## config.mk

```make
export PLATFORM = sky130hd
export DESIGN_NAME = vxr_csr
export DESIGN_NICKNAME = d
export VERILOG_FILES = /design/src/rtl/vxr_pkg.sv /design/src/rtl/vxr_csr.sv
export SDC_FILE = /design/constraint.sdc
export NUM_CORES = 1
export LEC_CHECK = 0
export ABC_CLOCK_PERIOD_IN_PS = 6400
export BUFFER_PORTS_ARGS = -buffer_cell sky130_fd_sc_hd__buf_2
export CAP_MARGIN = 25
export CORE_UTILIZATION = 54
export DETAILED_ROUTE_END_ITERATION = 6
export PLACE_DENSITY = 0.89
export SLEW_MARGIN = 20
export SYNTH_ARGS = -nofsm -noshare
export SYNTH_HDL_FRONTEND = slang
export SYNTH_SLANG_ARGS = --single-unit
```

## constraint.sdc

```tcl
create_clock -name clock -period 6.4 [get_ports clock]
set_input_delay 1.28 -clock clock [delete_from_list [all_inputs] [get_ports clock]]
set_output_delay 1.28 -clock clock [all_outputs]
set_load 0.005 [all_outputs]
```

## src/rtl/vxr_pkg.sv

```systemverilog
// ----------------------------------------------------------------------------
// vxr_pkg: shared types and constants for the vertex XYZ rotation unit
// Coordinate and trig formats, coefficient bundles and register map.
// ----------------------------------------------------------------------------
package vxr_pkg;

   // Coordinate format: signed Q16.16
   localparam int COORD_WIDTH    = 32;
   // Trig coefficient format: signed Q2.14
   localparam int TRIG_WIDTH     = 16;
   localparam int TRIG_FRAC_BITS = 14;

   // Configuration port
   localparam int CSR_DATA_WIDTH = 32;
   localparam int CSR_ADDR_WIDTH = 5;
   localparam int CSR_IDX_WIDTH  = 3;

   typedef logic signed [COORD_WIDTH-1:0] coord_type;
   typedef logic signed [TRIG_WIDTH-1:0]  trig_type;

   // Register indexes
   typedef logic [CSR_IDX_WIDTH-1:0] csr_idx_type;
   localparam csr_idx_type REG_COS_X = 3'd0;
   localparam csr_idx_type REG_SIN_X = 3'd1;
   localparam csr_idx_type REG_COS_Y = 3'd2;
   localparam csr_idx_type REG_SIN_Y = 3'd3;
   localparam csr_idx_type REG_COS_Z = 3'd4;
   localparam csr_idx_type REG_SIN_Z = 3'd5;

   // Reset value of a cosine register: one in trig format
   localparam trig_type TRIG_ONE = trig_type'(1) <<< TRIG_FRAC_BITS;

   // One rotation's coefficient pair
   typedef struct packed {
      trig_type cos_val;
      trig_type sin_val;
   } rot_coef_type;

   // All three rotations, as the register block hands them out
   typedef struct packed {
      rot_coef_type about_x;
      rot_coef_type about_y;
      rot_coef_type about_z;
   } rot_coef_set_type;

endpackage

```

## src/rtl/vxr_csr.sv

```systemverilog
// ----------------------------------------------------------------------------
// vxr_csr: coefficient register block
// APB-style register file holding cosine and sine of the three angles.
// ----------------------------------------------------------------------------
module vxr_csr
   import vxr_pkg::*;
(
   input  logic                      clock,
   input  logic                      reset,
   input  logic                      csr_psel,
   input  logic                      csr_penable,
   input  logic                      csr_pwrite,
   input  logic [CSR_ADDR_WIDTH-1:0] csr_paddr,
   input  logic [CSR_DATA_WIDTH-1:0] csr_pwdata,
   output logic [CSR_DATA_WIDTH-1:0] csr_prdata,
   output logic                      csr_pready,
   output rot_coef_set_type          coef
);

   trig_type    cos_x_ff, sin_x_ff, cos_y_ff, sin_y_ff, cos_z_ff, sin_z_ff;
   csr_idx_type reg_idx;
   logic        wr_beat;
   trig_type    wr_val;
   trig_type    rd_val;

   assign csr_pready = 1'b1;
   assign reg_idx    = csr_paddr[CSR_ADDR_WIDTH-1:2];
   assign wr_beat    = csr_psel & csr_penable & csr_pwrite & csr_pready;
   assign wr_val     = trig_type'(csr_pwdata[TRIG_WIDTH-1:0]);

   // Write a register on the access beat; drop writes past the map
   always_ff @(posedge clock) begin
      if (reset) begin
         cos_x_ff <= TRIG_ONE;
         sin_x_ff <= '0;
         cos_y_ff <= TRIG_ONE;
         sin_y_ff <= '0;
         cos_z_ff <= TRIG_ONE;
         sin_z_ff <= '0;
      end else if (wr_beat) begin
         unique case (reg_idx)
            REG_COS_X: cos_x_ff <= wr_val;
            REG_SIN_X: sin_x_ff <= wr_val;
            REG_COS_Y: cos_y_ff <= wr_val;
            REG_SIN_Y: sin_y_ff <= wr_val;
            REG_COS_Z: cos_z_ff <= wr_val;
            REG_SIN_Z: sin_z_ff <= wr_val;
            default: ;
         endcase
      end
   end

   // Read back, sign-extended to the bus
   always_comb begin
      unique case (reg_idx)
         REG_COS_X: rd_val = cos_x_ff;
         REG_SIN_X: rd_val = sin_x_ff;
         REG_COS_Y: rd_val = cos_y_ff;
         REG_SIN_Y: rd_val = sin_y_ff;
         REG_COS_Z: rd_val = cos_z_ff;
         REG_SIN_Z: rd_val = sin_z_ff;
         default:   rd_val = '0;
      endcase
   end
   assign csr_prdata = CSR_DATA_WIDTH'(rd_val);

   assign coef.about_x = '{cos_val: cos_x_ff, sin_val: sin_x_ff};
   assign coef.about_y = '{cos_val: cos_y_ff, sin_val: sin_y_ff};
   assign coef.about_z = '{cos_val: cos_z_ff, sin_val: sin_z_ff};

endmodule

```

Yosys cells after proc, flatten, opt, wreduce, memory -nomap -nowiden:

Index checks and enable logic that the tools add are counted.

* flip-flop bits (word level): 96
* output and inout bits: 129

* equality and inequality tests: 5
* muxes and demuxes: 1
* bitwise operators: 2
* reduce and logical (&&, ||, !) cells: 7

Operators by type and width (number)
* 16-bit case mux with 6 select lines: 1
* 2-bit AND reduction: 6
* 3-bit by 2-bit == test with 1-bit output (second input constant): 2
* 3-bit == test (second input constant): 2
* 3-bit by 1-bit == test with 1-bit output (second input constant): 1
* 3-bit zero test: 1
* 1-bit AND: 2

Depth between registers and ports, before layout:

* word-level depth: 3
* mapped depth: 6
* gate-level depth less buffers: 3

Worst setup path after synthesis:

OpenSTA, ideal clock, no wires.

* kind: in2out
* from: input csr_paddr[2]
* to: output csr_prdata[16]
* arrival: 3267 ps
* data required time: 5120 ps
* setup slack: 1853 ps
* cell stages on the path: 6
* cells stage by stage: buf_4 buf_2 nor2b_1 a22oi_1 o21ai_0 buf_4

* longest elaborated chain between the ends: 2
* elaborated cells between the ends (all ways): 7
* classes of those cells: eq/ne: 5; mux: 1; reduce/logical: 1

Ends and longest elaborated chain
* start, declared: line vxr_csr.sv:13 `input logic [CSR_ADDR_WIDTH-1:0] csr_paddr,`
* 3-bit == test, or another cell as far along: line vxr_csr.sv:55 `unique case (reg_idx)`
* 16-bit case mux with 6 select lines (*): line vxr_csr.sv:55
* end, declared: line vxr_csr.sv:15 `output logic [CSR_DATA_WIDTH-1:0] csr_prdata,`

Mark *: on every way between the ends. The rest lies on a longest branch, timed or not.

Worst setup path after layout:

* from: input csr_paddr[2]
* to: output csr_prdata[25]

The elaborated chain is that of the path after synthesis.

==> flow_metrics.py <==
metrics = {
    "status": {
        "outcome": "completed",
    },
    "floorplan": {
        "die_h_um": 95.3,
        "die-area_mm2": 0.00909,
        "rows": 33,
        "die_w_um": 95.3,
        "coreArea_mm2": 0.00834,
        "initial_core_util_pct": 56.4,
        "num_io_pins": 171,
    },
    "logic_synthesis": {
        "synth.area.mux_share_pct": 29.0,
        "yosysTopAreaCellShare_pct": 40.9,
        "async_flop_share_pct": 0,
        "synth-simple-area-share_pct": 17.5,
        "synth_nets": 494,
        "ys_seq_area_share_pct": 40.9,
        "yosys-top-cells-area": "dfxtp_1, mux2i_1, nand2b_1",
        "yosys_warnings": 0,
        "avgSynthCellArea_um2": 10.4,
        "ys_ff_latch": 96,
        "synth_largest_area_cell": "dfxtp_1",
        "synth_xor_area_share_pct": 0,
        "synth.most_common_cell": "nand2b_1",
        "ys_top_cells_by_count": "nand2b_1, mux2i_1, dfxtp_1",
        "yosys.area_share.adder_pct": 0,
        "synth_top_family_by_area": "multiplexers",
        "synth_edf_count": 0,
        "synth_compound_area_share_pct": 5.90,
        "synth_area_mm2": 0.00470,
        "synth_cells": 452,
        "synth.distinct_cells": 25,
        "synth_ff_type": "dfxtp_1",
    },
    "clock_network": {
        "cts.sinks": 96,
        "cts_hold_buf": 0,
        "tritoncts": "built",
        "clk_path_buf_depth": 2,
        "numCtsBuffers": 9,
        "post_cts_resized": 0,
        "htree_levels": 3,
        "cts-root-buf": "clkbuf_8",
        "clkTransAtPathRegs_ns": 0.09,
        "cts_setup_buffers": 0,
        "insertion_delay_ns": 0.35,
    },
    "layout": {
        "synthToLayoutAreaGrowth_pct": 16.4,
        "drive_gt1_share_pct": 34.9,
        "num-nets-final": 611,
        "fillers": 669,
        "antennaDiodeCount": 0,
        "final_cell_area_mm2": 0.00548,
    },
    "sta": {
        "fmax_mhz": 225,
        "fin_tns_setup_ns": 0,
        "period_share_pct": 69.5,
        "max_slew.worst_pin.slew_ns": 0.826,
        "setup-violations-final": 0,
        "relSlewSlack_pct": 44.9,
        "slew_viol_final": 0,
        "rsz0062_at_grt": "false",
        "finClkSkew_ns": 0,
        "fin_crit_ns": 4.45,
        "finalHoldViolations": 0,
    },
    "global_route": {
        "grt_usage_pct": 26.8,
        "gr-total-overflow": 0,
        "grt_pass1_vias": 3623,
        "grtUsageMet1_pct": 35.0,
        "grt_max_degree": 114,
        "grt_use_met3_pct": 5.82,
        "grt_use_met2_pct": 42.1,
        "grt_pass1_wl_um": 18300,
        "grt-busiest-layer": "met2",
        "antenna_found_initial": 0,
    },
    "routing": {
        "detail-route-antenna-nets": 0,
        "wl_per_cell_um": 18.1,
        "drt_pass1_iterations": 4,
        "via_count": 3771,
        "via_per_inst": 5.56,
        "wl_um": 12300,
        "drc_errors": 0,
        "drtIter0Drc": 221,
    },
    "worst_hold_path": {
        "hold_path.startpoint": "sin_x_ff[0]$_SDFFE_PP0P_",
        "hp-class": "reg2reg",
    },
    "worst_setup_path": {
        "critical_path_class": "in2out",
        "critPathLaunch": "csr_paddr[2]",
        "cp_top_family": "compound AO/OA/AOI/OAI gates",
        "worstPathBufferInverterCount": 2,
        "slowest_stage": "o21ai_1",
        "worstPathCellList": "buf_2 > nor2b_1 > a22oi_1 > o21ai_1 > buf_2",
        "worstSetupEndpointType": "output port",
        "cp_common_cell": "buf_2",
        "crit_arrival_ns": 3.17,
        "cp-start-kind": "input port",
        "slowest_delay_ns": 0.62,
        "required_ns": 5.12,
        "cp_max_fo": 17,
        "r2r-start": "sin_x_ff[1]$_SDFFE_PP0P_",
    },
    "placed_design": {
        "gp_congestion": 0.805,
        "dp_hpwl_um": 8140,
        "port_buffers": 151,
        "placed_cell_area_mm2": 0.00531,
    },
    "power": {
        "p_total_w": 0.00104,
        "pwr_density_cell_mw_per_mm2": 190,
        "leakagePower_nw": 2.95,
        "irDropWorstVdd_mv": 0.105,
    },
    "run": {
        "cap_violations": 0,
    },
}
[logic make-up (layout without fill, tap and decap cells)]
group                  count (synthesis)  in the layout
AND/OR/NAND/NOR                      134            134
multiplexers                         133            133
flip-flops                            96             96
buffers and inverters                 50            171
AO/OA/AOI/OAI                         38             38
other                                  1              1
[worst min-delay path: cells and delay by family (launching register included)]
kind / cells / cell delay (ns)
DFF: 1 / 0.33
muxes: 1 / 0.06
and+or+nand+nor: 1 / 0.07
[power breakdown]
part / total [W] / internal, W / switching, W / leakage [nW]
registers: 0.000605 / 0.000601 / 0.00000345 / 0.774
logic: 0.0000841 / 0.0000354 / 0.0000487 / 2.09
clock network: 0.000353 / 0.000150 / 0.000203 / 0.0862
total: 0.00104 / 0.000787 / 0.000255 / 2.95
[final cells by class]
class                   count  area (um^2)  share of cell area, %
repair buffers            155          786                   14.3
well taps                 105          131                   2.40
clock buffers              12          145                   2.65
flip-flops and latches     96         1920                   35.1
multi-input cells         306         2470                   45.1
inverters                   1         3.75                 0.0685
clock inverters             3         18.8                  0.343
[metal layers]
metal  share of wire (%)  up-vias
met5                   0        -
met1                  45     1842
li1                    -     1773
met4                 1.6        0
met3                 6.3       17
met2                  47      139
[flip-flops by register name (all words and copies together) (netlist names)]
signal	cells
sin_z_ff	16
sin_x_ff	16
cos_z_ff	16
cos_x_ff	16
sin_y_ff	16
cos_y_ff	16
[worst paths after layout]
path	endpoint	slack [ns]	cells after the start
setup / recovery	csr_prdata[25]	1.95	5
hold / removal	sin_x_ff[0]$_SDFFE_PP0P_	0.50	2
setup reg to reg	sin_x_ff[1]$_SDFFE_PP0P_	5.69	2
hold reg to reg	sin_x_ff[0]$_SDFFE_PP0P_	0.50	2
[metrics by stage]
| stage | hold slack (ns) | instances | setup slack [ns] | utilization [%] |
|---|---|---|---|---|
| after floorplan | 0.474 | 452 | 1.85 | - |
| after global placement | 0.468 | 663 | 1.80 | 63.7 |
| after detailed placement | 0.482 | 663 | 1.66 | 63.7 |
| after CTS | 0.497 | 678 | 1.65 | 65.7 |
| after global routing | 0.516 | 678 | 1.82 | 65.7 |
| final | 0.497 | 678 | 1.95 | 65.7 |
[cells in the final DEF, fill, tap and decap left out, drive strengths merged, types with 2 or more instances in the layout]
| cell type | count |
|---|---|
| a32oi | 9 |
| nor2 | 5 |
| clkbuf | 12 |
| a22oi | 11 |
| mux2 | 27 |
| o21ai | 9 |
| dfxtp | 96 |
| nor2b | 3 |
| and2b | 2 |
| nand2b | 111 |
| a21oi | 2 |
| clkinv | 3 |
| buf | 155 |
| mux2i | 106 |
| a221oi | 2 |
| o221ai | 5 |
| nand2 | 9 |
(Power assumes the default switching activity.)
